**config.mk**
```make
export PLATFORM = sky130hd
export DESIGN_NAME = homing_trial_sequencer_unit
export DESIGN_NICKNAME = d
export VERILOG_FILES = /design/src/sv/htsu_pkg.sv /design/src/sv/htsu_front.sv /design/src/sv/htsu_queue.sv /design/src/sv/htsu_back.sv /design/src/sv/homing_trial_sequencer_unit.sv
export SDC_FILE = /design/constraint.sdc
export NUM_CORES = 1
export LEC_CHECK = 0
export ABC_AREA = 0
export ABC_CLOCK_PERIOD_IN_PS = 17600
export BUFFER_PORTS_ARGS = -buffer_cell sky130_fd_sc_hd__buf_2
export CAP_MARGIN = 30
export CORE_ASPECT_RATIO = 1.1
export CORE_UTILIZATION = 61
export CTS_CLUSTER_SIZE = 12
export DETAILED_ROUTE_END_ITERATION = 12
export GPL_TIMING_DRIVEN = 0
export PLACE_DENSITY = 0.85
export SYNTH_ARGS = -nofsm -noshare
export SYNTH_HDL_FRONTEND = slang
export SYNTH_SLANG_ARGS = --single-unit
```
**constraint.sdc**
```tcl
create_clock -name clk -period 17.6 [get_ports clk]
set_input_delay 3.52 -clock clk [delete_from_list [all_inputs] [get_ports clk]]
set_output_delay 3.52 -clock clk [all_outputs]
set_load 0.03 [all_outputs]
```
**src/sv/htsu_pkg.sv**
```systemverilog
// ----------------------------------------------------------------------------
// htsu_pkg
// types, codes and result tables shared by the homing/trial sequencer
// ----------------------------------------------------------------------------
package htsu_pkg;

  // default depth of the job queue between front and back
  localparam int QUEUE_DEPTH_DEF = 4;

  // stream widths
  localparam int IN_DATA_W  = 64;
  localparam int IN_USER_W  = 4;
  localparam int OUT_DATA_W = 40;
  localparam int OUT_USER_W = 3;
  localparam int CFG_IDX_W  = 2;
  localparam int CFG_DATA_W = 16;

  // register indexes
  localparam logic [CFG_IDX_W-1:0] REG_TRIAL_SPEED  = 2'd0;
  localparam logic [CFG_IDX_W-1:0] REG_HOMING_SPEED = 2'd1;
  localparam logic [CFG_IDX_W-1:0] REG_DEBOUNCE_MS  = 2'd2;

  // register reset values
  localparam logic [7:0]  TRIAL_SPEED_RST  = 8'd168;
  localparam logic [7:0]  HOMING_SPEED_RST = 8'd5;
  localparam logic [15:0] DEBOUNCE_MS_RST  = 16'd50;

  // host command codes
  localparam logic [2:0] ACT_START  = 3'd0;
  localparam logic [2:0] ACT_POLL   = 3'd1;
  localparam logic [2:0] ACT_CHECK  = 3'd2;
  localparam logic [2:0] ACT_END    = 3'd3;
  localparam logic [2:0] ACT_ESTOP  = 3'd4;

  // motor link bytes
  localparam logic [7:0] LINK_SYNC       = 8'h00;
  localparam logic [7:0] LINK_SET_SPEED  = 8'h31;
  localparam logic [7:0] LINK_RESET_ENC  = 8'h35;
  localparam logic [7:0] LINK_STOP_SPEED = 8'd128;

  // lengths of the result runs
  localparam logic [3:0] LEN_HOMED      = 4'd9;
  localparam logic [3:0] LEN_TRIAL_DONE = 4'd4;
  localparam logic [3:0] LEN_SPEED      = 4'd3;
  localparam logic [3:0] LEN_REPORT     = 4'd1;
  localparam logic [3:0] LEN_NONE       = 4'd0;

  typedef enum logic [1:0] {
    MODE_HWTEST = 2'd0,
    MODE_IDLE   = 2'd1,
    MODE_HOMING = 2'd2,
    MODE_TRIAL  = 2'd3
  } mode_t;

  typedef enum logic [2:0] {
    KIND_MOTOR      = 3'd0,
    KIND_HOMED      = 3'd1,
    KIND_TRIAL_DONE = 3'd2,
    KIND_SAMPLE     = 3'd3,
    KIND_SWITCHES   = 3'd4,
    KIND_READY      = 3'd5
  } kind_t;

  typedef enum logic [2:0] {
    CMD_NONE     = 3'd0,
    CMD_START    = 3'd1,
    CMD_SAMPLE   = 3'd2,
    CMD_SWITCHES = 3'd3,
    CMD_READY    = 3'd4,
    CMD_ESTOP    = 3'd5
  } cmd_t;

  // one classified pass, as handed from front to back
  typedef struct packed {
    logic               homed;
    logic               trial_done;
    cmd_t               cmd;
    logic [7:0]         speed;
    logic signed [24:0] sample;
    logic               home_pressed;
    logic               end_pressed;
  } job_t;

  // one result request
  typedef struct packed {
    kind_t              kind;
    logic [7:0]         motor_byte;
    logic signed [24:0] sample_value;
    logic               home_pressed;
    logic               end_pressed;
  } item_t;

  function automatic logic [3:0] seg_len_a(input job_t j);
    if (j.homed) begin
      return LEN_HOMED;
    end else if (j.trial_done) begin
      return LEN_TRIAL_DONE;
    end
    return LEN_NONE;
  endfunction

  function automatic logic [3:0] seg_len_b(input job_t j);
    logic [3:0] len;
    unique case (j.cmd)
      CMD_START, CMD_ESTOP: len = LEN_SPEED;
      CMD_SAMPLE, CMD_SWITCHES, CMD_READY: len = LEN_REPORT;
      default: len = LEN_NONE;
    endcase
    return len;
  endfunction

  // result number idx of a job: mode run first, then the command run
  function automatic item_t job_item(input job_t j, input logic [3:0] idx);
    item_t      it;
    logic [3:0] len_a;
    logic [3:0] pos;
    it.kind         = KIND_MOTOR;
    it.motor_byte   = LINK_SYNC;
    it.sample_value = '0;
    it.home_pressed = 1'b0;
    it.end_pressed  = 1'b0;
    len_a = seg_len_a(j);
    if (idx < len_a) begin
      pos = idx;
      if (j.homed) begin
        // stop, encoder reset, trial speed, then the homed report
        unique case (pos)
          4'd0, 4'd3, 4'd5: it.motor_byte = LINK_SYNC;
          4'd1, 4'd6:       it.motor_byte = LINK_SET_SPEED;
          4'd2:             it.motor_byte = LINK_STOP_SPEED;
          4'd4:             it.motor_byte = LINK_RESET_ENC;
          4'd7:             it.motor_byte = j.speed;
          default: begin
            it.kind       = KIND_HOMED;
            it.motor_byte = '0;
          end
        endcase
      end else begin
        unique case (pos)
          4'd0: it.motor_byte = LINK_SYNC;
          4'd1: it.motor_byte = LINK_SET_SPEED;
          4'd2: it.motor_byte = LINK_STOP_SPEED;
          default: begin
            it.kind       = KIND_TRIAL_DONE;
            it.motor_byte = '0;
          end
        endcase
      end
    end else begin
      pos = idx - len_a;
      unique case (j.cmd)
        CMD_START, CMD_ESTOP: begin
          unique case (pos)
            4'd0: it.motor_byte = LINK_SYNC;
            4'd1: it.motor_byte = LINK_SET_SPEED;
            default: it.motor_byte = (j.cmd == CMD_START) ? j.speed : LINK_STOP_SPEED;
          endcase
        end
        CMD_SAMPLE: begin
          it.kind         = KIND_SAMPLE;
          it.motor_byte   = '0;
          it.sample_value = j.sample;
        end
        CMD_SWITCHES: begin
          it.kind         = KIND_SWITCHES;
          it.motor_byte   = '0;
          it.home_pressed = j.home_pressed;
          it.end_pressed  = j.end_pressed;
        end
        CMD_READY: begin
          it.kind       = KIND_READY;
          it.motor_byte = '0;
        end
        default: it.motor_byte = '0;
      endcase
    end
    return it;
  endfunction

endpackage

```
**src/sv/htsu_front.sv**
```systemverilog
// ----------------------------------------------------------------------------
// htsu_front
// takes passes, runs mode and debounce state, classifies each pass into a job
// ----------------------------------------------------------------------------
module htsu_front
  import htsu_pkg::*;
(
  input  logic                  clk,
  input  logic                  rst_n,
  input  logic                  in_tvalid,
  output logic                  in_tready,
  input  logic [IN_DATA_W-1:0]  in_tdata,
  input  logic [IN_USER_W-1:0]  in_tuser,
  input  logic                  cfg_valid,
  output logic                  cfg_ready,
  input  logic [CFG_IDX_W-1:0]  cfg_index,
  input  logic [CFG_DATA_W-1:0] cfg_data,
  input  logic                  q_ready,
  output logic                  q_push,
  output job_t                  q_job
);

  logic [7:0]  trial_speed_r;
  logic [7:0]  homing_speed_r;
  logic [15:0] debounce_ms_r;
  mode_t       mode_r, mode_nxt, mode_mid;
  logic        prev_r, prev_nxt;
  logic        stable_r, stable_nxt;
  logic [31:0] change_time_r, change_time_nxt;
  logic [31:0] elapsed;
  logic        homed, trial_done;
  cmd_t        cmd;
  logic        accept;

  logic [31:0]        now_ms;
  logic               home_lvl;
  logic               end_lvl;
  logic signed [24:0] load_sample;
  logic               has_command;
  logic [2:0]         action;

  assign now_ms      = in_tdata[31:0];
  assign home_lvl    = in_tdata[32];
  assign end_lvl     = in_tdata[33];
  assign load_sample = in_tdata[58:34];
  assign has_command = in_tuser[0];
  assign action      = in_tuser[3:1];

  assign in_tready = q_ready;
  assign cfg_ready = 1'b1;
  assign accept    = in_tvalid && in_tready;

  // next state: mode action first, then the host command
  always_comb begin
    mode_mid        = mode_r;
    homed           = 1'b0;
    trial_done      = 1'b0;
    prev_nxt        = prev_r;
    stable_nxt      = stable_r;
    change_time_nxt = change_time_r;
    elapsed         = now_ms - change_time_r;
    unique case (mode_r)
      MODE_HOMING: begin
        if (home_lvl != prev_r) begin
          change_time_nxt = now_ms;
        end
        elapsed = now_ms - change_time_nxt;
        if (elapsed > {16'd0, debounce_ms_r} && home_lvl != stable_r) begin
          stable_nxt = home_lvl;
          if (!home_lvl) begin
            homed    = 1'b1;
            mode_mid = MODE_TRIAL;
          end
        end
        prev_nxt = home_lvl;
      end
      MODE_TRIAL: begin
        if (!end_lvl) begin
          trial_done = 1'b1;
          mode_mid   = MODE_IDLE;
        end
      end
      default: ;
    endcase

    cmd      = CMD_NONE;
    mode_nxt = mode_mid;
    if (has_command) begin
      unique case (action)
        ACT_START: begin
          if (mode_mid == MODE_IDLE) begin
            cmd        = CMD_START;
            mode_nxt   = MODE_HOMING;
            prev_nxt   = home_lvl;
            stable_nxt = home_lvl;
          end
        end
        ACT_POLL: begin
          if (mode_mid == MODE_TRIAL) begin
            cmd = CMD_SAMPLE;
          end
        end
        ACT_CHECK: begin
          if (mode_mid == MODE_HWTEST) begin
            cmd = CMD_SWITCHES;
          end
        end
        ACT_END: begin
          if (mode_mid == MODE_HWTEST) begin
            cmd      = CMD_READY;
            mode_nxt = MODE_IDLE;
          end
        end
        ACT_ESTOP: begin
          cmd = CMD_ESTOP;
          if (mode_mid != MODE_HWTEST) begin
            mode_nxt = MODE_IDLE;
          end
        end
        default: ;
      endcase
    end
  end

  // job to the queue
  always_comb begin
    q_job.homed        = homed;
    q_job.trial_done   = trial_done;
    q_job.cmd          = cmd;
    q_job.speed        = homed ? trial_speed_r : homing_speed_r;
    q_job.sample       = load_sample;
    q_job.home_pressed = ~home_lvl;
    q_job.end_pressed  = ~end_lvl;
    q_push             = accept && (homed || trial_done || cmd != CMD_NONE);
  end

  always_ff @(posedge clk) begin
    if (!rst_n) begin
      mode_r        <= MODE_HWTEST;
      prev_r        <= 1'b1;
      stable_r      <= 1'b1;
      change_time_r <= '0;
    end else if (accept) begin
      mode_r        <= mode_nxt;
      prev_r        <= prev_nxt;
      stable_r      <= stable_nxt;
      change_time_r <= change_time_nxt;
    end
  end

  always_ff @(posedge clk) begin
    if (!rst_n) begin
      trial_speed_r  <= TRIAL_SPEED_RST;
      homing_speed_r <= HOMING_SPEED_RST;
      debounce_ms_r  <= DEBOUNCE_MS_RST;
    end else if (cfg_valid) begin
      unique case (cfg_index)
        REG_TRIAL_SPEED:  trial_speed_r  <= cfg_data[7:0];
        REG_HOMING_SPEED: homing_speed_r <= cfg_data[7:0];
        REG_DEBOUNCE_MS:  debounce_ms_r  <= cfg_data;
        default: ;
      endcase
    end
  end

endmodule

```
**src/sv/htsu_queue.sv**
```systemverilog
// ----------------------------------------------------------------------------
// htsu_queue
// small job queue between front and back
// ----------------------------------------------------------------------------
module htsu_queue
  import htsu_pkg::*;
#(
  parameter int DEPTH = QUEUE_DEPTH_DEF
)
(
  input  logic clk,
  input  logic rst_n,
  input  logic push,
  input  job_t push_job,
  output logic ready,
  input  logic pop,
  output logic head_valid,
  output job_t head_job
);

  localparam int PTR_W = (DEPTH > 1) ? $clog2(DEPTH) : 1;
  localparam int CNT_W = $clog2(DEPTH + 1);

  job_t             mem_r [DEPTH];
  logic [PTR_W-1:0] wr_ptr_r, rd_ptr_r;
  logic [CNT_W-1:0] count_r, count_nxt;

  function automatic logic [PTR_W-1:0] bump(input logic [PTR_W-1:0] p);
    return (p == PTR_W'(DEPTH - 1)) ? '0 : p + 1'b1;
  endfunction

  assign ready      = count_r != CNT_W'(DEPTH);
  assign head_valid = count_r != '0;
  assign head_job   = mem_r[rd_ptr_r];

  always_comb begin
    unique case ({push, pop})
      2'b10:   count_nxt = count_r + 1'b1;
      2'b01:   count_nxt = count_r - 1'b1;
      default: count_nxt = count_r;
    endcase
  end

  always_ff @(posedge clk) begin
    if (!rst_n) begin
      wr_ptr_r <= '0;
      rd_ptr_r <= '0;
      count_r  <= '0;
    end else begin
      if (push) begin
        wr_ptr_r <= bump(wr_ptr_r);
      end
      if (pop) begin
        rd_ptr_r <= bump(rd_ptr_r);
      end
      count_r <= count_nxt;
    end
  end

  always_ff @(posedge clk) begin
    if (push) begin
      mem_r[wr_ptr_r] <= push_job;
    end
  end

endmodule

```
**src/sv/htsu_back.sv**
```systemverilog
// ----------------------------------------------------------------------------
// htsu_back
// turns the head job into registered result requests, one per cycle unless stalled
// ----------------------------------------------------------------------------
module htsu_back
  import htsu_pkg::*;
(
  input  logic                  clk,
  input  logic                  rst_n,
  input  logic                  head_valid,
  input  job_t                  head_job,
  output logic                  pop,
  output logic                  out_tvalid,
  input  logic                  out_tready,
  output logic [OUT_DATA_W-1:0] out_tdata,
  output logic [OUT_USER_W-1:0] out_tuser,
  output logic                  out_tlast
);

  logic [3:0] idx_r, idx_nxt;
  logic [3:0] total;
  logic       is_last;
  logic       advance;
  item_t      item;
  item_t      out_item_r;
  logic       out_last_r;
  logic       out_valid_r, out_valid_nxt;

  assign item    = job_item(head_job, idx_r);
  assign total   = seg_len_a(head_job) + seg_len_b(head_job);
  assign is_last = idx_r == total - 4'd1;
  assign advance = head_valid && (!out_valid_r || out_tready);
  assign pop     = advance && is_last;

  always_comb begin
    idx_nxt = idx_r;
    if (advance) begin
      idx_nxt = is_last ? 4'd0 : idx_r + 4'd1;
    end
    if (advance) begin
      out_valid_nxt = 1'b1;
    end else if (out_tready) begin
      out_valid_nxt = 1'b0;
    end else begin
      out_valid_nxt = out_valid_r;
    end
  end

  always_ff @(posedge clk) begin
    if (!rst_n) begin
      idx_r       <= '0;
      out_valid_r <= 1'b0;
    end else begin
      idx_r       <= idx_nxt;
      out_valid_r <= out_valid_nxt;
    end
  end

  always_ff @(posedge clk) begin
    if (advance) begin
      out_item_r <= item;
      out_last_r <= is_last;
    end
  end

  assign out_tvalid = out_valid_r;
  assign out_tdata  = {5'd0, out_item_r.end_pressed, out_item_r.home_pressed,
                       out_item_r.sample_value, out_item_r.motor_byte};
  assign out_tuser  = out_item_r.kind;
  assign out_tlast  = out_last_r;

endmodule

```
**src/sv/homing_trial_sequencer_unit.sv**
```systemverilog
// ----------------------------------------------------------------------------
// homing_trial_sequencer_unit
// mode sequencer for a homing and trial rig: motor link bytes and host reports
// ----------------------------------------------------------------------------
// Each input request is one controller pass. The front end takes a pass in
// every cycle the job queue has room, runs the mode (hardware test, idle,
// homing, trial) and the home switch debounce on wrapping 32-bit millisecond
// time, and turns the pass into at most one queued job. The back end expands
// the head job into result requests at one per cycle, while the receiver is
// ready, through an output register. A pass has 0 to 12 results, 12 at most when
// homing completes and an emergency stop arrives in the same pass. Passes that
// cause no result never occupy the queue. Configuration writes are taken in any
// cycle (cfg_ready is tied high) and are meant to happen while the block is
// idle; an index beyond the register list is accepted and ignored.
// ----------------------------------------------------------------------------
module homing_trial_sequencer_unit
  import htsu_pkg::*;
#(
  parameter int QDEPTH = QUEUE_DEPTH_DEF  // job queue depth, 1 to 32
)
(
  input  logic                  clk,
  input  logic                  rst_n,
  // pass input
  input  logic                  in_tvalid,
  output logic                  in_tready,
  // [31:0] now_ms, [32] home_switch_level, [33] end_switch_level,
  // [58:34] load_sample, [63:59] zero
  input  logic [IN_DATA_W-1:0]  in_tdata,
  // [0] has_command, [3:1] action
  input  logic [IN_USER_W-1:0]  in_tuser,
  // result output
  output logic                  out_tvalid,
  input  logic                  out_tready,
  // [7:0] motor_byte, [32:8] sample_value, [33] home_pressed,
  // [34] end_pressed, [39:35] zero
  output logic [OUT_DATA_W-1:0] out_tdata,
  // [2:0] kind
  output logic [OUT_USER_W-1:0] out_tuser,
  output logic                  out_tlast,
  // register writes: 0 trial_speed, 1 homing_speed, 2 debounce_ms
  input  logic                  cfg_valid,
  output logic                  cfg_ready,
  input  logic [CFG_IDX_W-1:0]  cfg_index,
  input  logic [CFG_DATA_W-1:0] cfg_data
);

  // front to queue
  logic q_ready;
  logic q_push;
  job_t q_job;

  // queue to back
  logic head_valid;
  job_t head_job;
  logic q_pop;

  // classification and mode state
  htsu_front u_front (
    .clk       (clk),
    .rst_n     (rst_n),
    .in_tvalid (in_tvalid),
    .in_tready (in_tready),
    .in_tdata  (in_tdata),
    .in_tuser  (in_tuser),
    .cfg_valid (cfg_valid),
    .cfg_ready (cfg_ready),
    .cfg_index (cfg_index),
    .cfg_data  (cfg_data),
    .q_ready   (q_ready),
    .q_push    (q_push),
    .q_job     (q_job)
  );

  // lets the front keep taking passes while results drain
  htsu_queue #(
    .DEPTH (QDEPTH)
  ) u_queue (
    .clk        (clk),
    .rst_n      (rst_n),
    .push       (q_push),
    .push_job   (q_job),
    .ready      (q_ready),
    .pop        (q_pop),
    .head_valid (head_valid),
    .head_job   (head_job)
  );

  // result expansion, one request per cycle unless the receiver stalls
  htsu_back u_back (
    .clk        (clk),
    .rst_n      (rst_n),
    .head_valid (head_valid),
    .head_job   (head_job),
    .pop        (q_pop),
    .out_tvalid (out_tvalid),
    .out_tready (out_tready),
    .out_tdata  (out_tdata),
    .out_tuser  (out_tuser),
    .out_tlast  (out_tlast)
  );

endmodule

```
* Word-level counts from Yosys, hierarchy flattened
Memory sizes are Yosys's and may differ from the RTL's. A register that Yosys moved wholly into a read port is not among the register bits. Index checks and enable logic that the tools add are counted. W data, S select, Z words.
Word-level totals: flip-flop bits (word level) 119, bits in latches 0, RAM bits 160, bits in read-only memories 0, input bits 91, output and inout bits 47, logic and storage cells 153, memories kept 1
Cells by class: add/subtract/negate cells 9, multipliers 0, div/mod/pow operators 0, magnitude comparators 2, equal/unequal tests 31, shift-type cells 0, multiplexer cells 58, bitwise gates (word level) 4, reduce and logical (&&, ||, !) cells 30
Memories:
- u_queue.mem_r | depth 4, bits a word 40, read ports 1, clocked after Yosys merged registers in 1, wr ports 1, line htsu_queue.sv:24 | job_t mem_r [DEPTH];
Operators with widths (count):
- $mux W32 | 2
- $gt A32 B16 Y1 | 1
- $pmux W8 S2 | 2
- $pmux W8 S4 | 1
- $sub A32 B32 Y32 | 1
- $mux W2 | 14
- $mux W8 | 3
- $mux W1 | 22
- $mux W11 | 2
- $eq A4 B3 Y1 const B | 4
- $mux W4 | 4
- $pmux W3 S5 | 1
- $eq A2 B2 Y1 const B | 7
- $eq A3 B2 Y1 const B | 4
- $eq A3 B3 Y1 const B | 3
- $pmux W3 S3 | 1
- $eq A4 B1 Y1 const B | 2
- $eq A4 B2 Y1 const B | 2
- $logic_not A4 Y1 | 2
- $pmux W2 S2 | 2
- $reduce_and A2 Y1 | 4
- $reduce_or A2 Y1 | 4
- $reduce_or A8 Y1 | 1
- $eq A2 B1 Y1 const B | 3
- other kinds (24) | 42

* Logic depth before layout (Yosys ltp)
word-level depth 17, depth in mapped cells 31, gate-level depth less buffers 30

* Hierarchy
A second synthesis with hierarchy kept.
Unflattened totals: cells, all modules 1264, area total of the unflattened synthesis 14856.7 sq um
By module, submodules not included:
- htsu_queue | times used 1, cells an instance 256, area each 6281.0 sq um, sequential area each 4984.8 sq um
- htsu_front | times used 1, cells an instance 805, area each 6104.6 sq um, sequential area each 1361.3 sq um
- htsu_back | times used 1, cells an instance 203, area each 2471.1 sq um, sequential area each 1271.2 sq um

* Worst setup path after synthesis
No wires, ideal clock.
path type input to register, start in in_tdata[32], end reg u_queue.count_r[2], library setup time 0.076 ns, data arrival time 9.848 ns, required time 17.524 ns, slack 7.676 ns, stages 29, path buffers 3, cell sequence xor2_2 -> clkbuf_1 -> clkbuf_1 -> mux2i_1 -> ha_1 -> clkbuf_1 -> a21oi_1 -> o21bai_1 -> a211oi_1 -> nand2_1 -> a41oi_1 -> xnor2_1 -> ha_1 -> nand4_1 -> nor4_1 -> nor3_1 -> a211o_1 -> a211o_1 -> a2111o_1 -> nor3_4 -> a31oi_1 -> o31a_1 -> inv_1 -> ha_1 -> inv_1 -> fa_1 -> xor2_1 -> or3_1 -> a21boi_0
Between the ends: longest elaborated chain between the ends 17, elaborated cells on any way between the ends 30, those cells by class add/sub (1); order compare (1); eq/ne (6); mux (15); reduce/logical (7)
Ends and longest elaborated chain:
- start, declared | line homing_trial_sequencer_unit.sv:29 | input logic [IN_DATA_W-1:0] in_tdata,
- $ne A1 B1 Y1 | line htsu_front.sv:64 | if (home_lvl != prev_r) begin
- $mux W32 | line htsu_front.sv:64
- $mux W32 | line htsu_front.sv:62 | unique case (mode_r)
- $sub A32 B32 Y32 | line htsu_front.sv:67 | elapsed = now_ms - change_time_nxt;
- $gt A32 B16 Y1 | line htsu_front.sv:68 | if (elapsed > {16'd0, debounce_ms_r} && home_lvl != stable_r) begin
- $logic_and A1 B1 Y1 | line htsu_front.sv:68
- $mux W2 | line htsu_front.sv:68
- $pmux W2 S2 | line htsu_front.sv:62
- $eq A2 B1 Y1 (tied with other cells) | line htsu_front.sv:91 | if (mode_mid == MODE_IDLE) begin
- $mux W1 (tied with other cells) | line htsu_front.sv:91
- $pmux W3 S5 | line htsu_front.sv:89 | unique case (action)
- $mux W3 | line htsu_front.sv:88 | if (has_command) begin
- $reduce_bool A3 Y1 | line htsu_front.sv:134 | q_push = accept && (homed || trial_done || cmd != CMD_NONE);
- $logic_or A1 B1 Y1 (*) | line htsu_front.sv:134
- $logic_and A1 B1 Y1 (*) | line htsu_front.sv:134
- $eq A2 B1 Y1 / $eq A2 B2 Y1 (equally long branches) | line htsu_queue.sv:37 | unique case ({push, pop})
- $pmux W3 S2 / $reduce_bool A2 Y1 (equally long branches)
- end signal, assigned | line htsu_queue.sv:56 | count_r <= count_nxt;
- end, declared | line htsu_queue.sv:26 | logic [CNT_W-1:0] count_r, count_nxt;
Mark *: on every way between the ends. The rest lies on a longest branch, timed or not. The select of a mux whose other input is x is not followed. A chain may end at the register's enable or synchronous reset.

* Worst setup path in the final report
Same ends and word-level chain as after synthesis.

==> flow_summary.ini <==
[cts]
worstSkewPairLatency_ps = 560
cts_made_buffers = 29
cts_buffer_depth = 3
clkSlewWorstSetupHoldPaths_ps = 60
postCtsSetupBuffers = 0
clock-root-buffer = clkbuf_16
cts_resized = 0
cts_tree = built
cts.sinks = 281
htree_levels = 1
cts.hold.buffers_added = 0

[power]
p_per_area_nw_per_um2 = 94.4
peakVddDrop_mv = 0.0773
p_leak_nw = 6.06
power.total_mw = 1.52

[placed_design]
io_buffers = 125
dpl_worst_slack_ps = 6180
dp_cells = 1644
dpl.hpwl_um = 23800
placed_cell_area_um2 = 15300
gp_congestion = 0.911

[floorplan]
die_y_um = 162
start_util = 0.621
die-area_um2 = 23800
die-width_um = 147
core_area_um2 = 22800
rows = 58
io_pins = 138

[logic_synthesis]
synthTopCellsByArea = edfxtp_1 42%, dfxtp_1 12%, mux4_2 6.2%
yosysWarnings = 0
synth-seq-cells = 281
synth_seq_area_share = 0.538
synth_edf_count = 199
async_flop_share = 0
synth_top_area_share = 0.422
synth_cell_types = 76
syn_avg_cell_area_um2 = 11.7
syn_area_um2 = 14200
yosys_most_used_dff = edfxtp_1
synthCells = 1211
synth_top_area_cell = edfxtp_1

[detailed_routing]
drc_errors = 0
vias = 10400
firstDrtPassIters = 5
antenna_left = 0
wirelength_um = 36000
viasPerCell = 6.14
first_iter_violations = 816
post_drt_wl_per_cell_um = 21.2

[setup_path]
critPathCaptureType = flip-flop
startpoint_type = input pin
crit_required_ps = 18090
crit_path_max_incr_delay_ps = 620
crit_type = input pin to flip-flop
cp.arrival_ps = 11510
crit_buf_inv = 6
cpMaxStageDelayCell = clkbuf_1
cp_top_family = compound AO/OA/AOI/OAI gates
path_max_fanout = 10

[grt]
grtUsageMet3 = 0.0357
gr-total-overflow = 0
grt_max_degree = 45
grtUsageTotal = 0.303
grt_pass1_wl_um = 55700
grt_pass1_vias = 10300
grt-busiest-layer = met2
gr-usage-met2 = 0.563
grt_antenna_before_repair = 0
grt_util_met1 = 0.357

[sta]
timing.final.crit_period_ps = 11020
slew_headroom = 0.345
drv_slew = 0
setup_ws_ps = 6580
rsz0062_at_grt = false
worst_pin_slew_ps = 983
fin_crit_sh = 0.626
final.setup.tns_ps = 0
setup_violations = 0
hold_viol_final = 0
whs_ps = 467
max_freq_mhz = 90.7
skew_ps = 17.2

[finish]
final_area_um2 = 16100
area_growth_pct = 14.0
antenna_cells = 0
fin_nets = 1519
stdcell_count = 1698
fillers = 1570
fin_util = 0.708
mostFrequentLayoutCells = 199 x edfxtp_1, 151 x nand2_1, 127 x buf_2
drive_gt1_frac = 0.175
final_common_cell = edfxtp_1

[worst_hold_path]
hold_class = flip-flop to flip-flop

[run]
max_cap_viol_count = 0

[outcome]
outcome = finished clean
==> per-layer routing <==
layer  wire (µm)  up-vias
met5           0        -
met4        1160        0
met3        2160       80
met2       19000      460
met1       13700     5083
li1            -     4809
==> synthesized netlist by cell type (14+ instances only) <==
master	n
dfxtp_1	82
nand2_1	151
nand2b_1	16
a21oi_1	51
o21ai_0	58
xnor2_1	14
nand4_1	18
ha_1	52
inv_1	46
nor2b_1	66
nor2_1	57
mux4_2	39
edfxtp_1	199
nand3_1	16
mux2i_1	45
o211a_1	20
xor2_1	24
a21boi_0	30
clkbuf_1	49
==> cell families (layout without fill, tap and decap cells) <==
| family | Yosys count | count (layout) | share of synthesized area |
|---|---|---|---|
| and+or+nand+nor | 379 | 379 | 0.132 |
| DFF | 281 | 281 | 0.538 |
| AOI/OAI and AO/OA | 250 | 250 | 0.121 |
| buffers and inverters | 108 | 291 | 0.0304 |
| muxes | 96 | 96 | 0.103 |
| adders and majority gates | 55 | 55 | 0.0488 |
| xor gates and xnor gates | 40 | 40 | 0.0258 |
| other | 2 | 6 | 0.000531 |
==> cell type report <==
cell class	count	area, µm²	area share
repair buffers	129	706	0.0437
well taps	300	375	0.0233
flip-flops and latches	281	7620	0.472
plain buffers	61	254	0.0157
multi-input cells	826	6130	0.380
clock buffers	46	800	0.0495
clock inverters	8	83.8	0.00519
inverters	47	176	0.0109
==> flip-flops by register name, indices dropped and copies added, names as in the netlist, named ones only <==
| signal | flops |
|---|---|
| u_front.change_time_r | 32 |
| u_front.stable_r | 1 |
| u_front.mode_r | 2 |
| u_front.prev_r | 1 |
| u_front.debounce_ms_r | 16 |
| u_back.out_tlast | 1 |
| u_back.out_tvalid | 1 |
| u_queue.mem_r | 160 |
| u_back.idx_r | 4 |
| u_queue.wr_ptr_r | 2 |
| u_queue.rd_ptr_r | 2 |
| u_queue.count_r | 3 |
| u_front.trial_speed_r | 8 |
| u_front.homing_speed_r | 8 |
| u_back.out_tdata | 35 |
| u_back.out_tuser | 3 |
==> where the power goes <==
| group | total (mW) | leakage, nW | internal [mW] | switching, mW |
|---|---|---|---|---|
| sequential | 0.733 | 2.52 | 0.726 | 0.00725 |
| combinational | 0.210 | 3.12 | 0.0743 | 0.136 |
| clock | 0.580 | 0.423 | 0.327 | 0.253 |
==> worst reg2reg max path, delay by kind of cell (launching register included) <==
kind                       cells  cell delay (ps)
AOI/OAI and AO/OA             10             2730
adders and majority gates      4             1160
xor gates and xnor gates       3              780
muxes                          1              310
buffers and inverters          5             1540
DFF                            1              450
and+or+nand+nor                6             1320
==> worst paths after layout <==
kind	startpoint	cells after the start	slack, ps	end
setup / recovery	in_tdata[32]	30	6580	u_queue.count_r[2]
hold / removal	u_front.debounce_ms_r[11]	2	470	u_front.debounce_ms_r[11]
setup reg to reg	u_front.prev_r	29	9260	u_queue.count_r[2]
hold reg to reg	u_front.debounce_ms_r[11]	2	470	u_front.debounce_ms_r[11]
No activity file was read; power rests on OpenSTA's default activity.
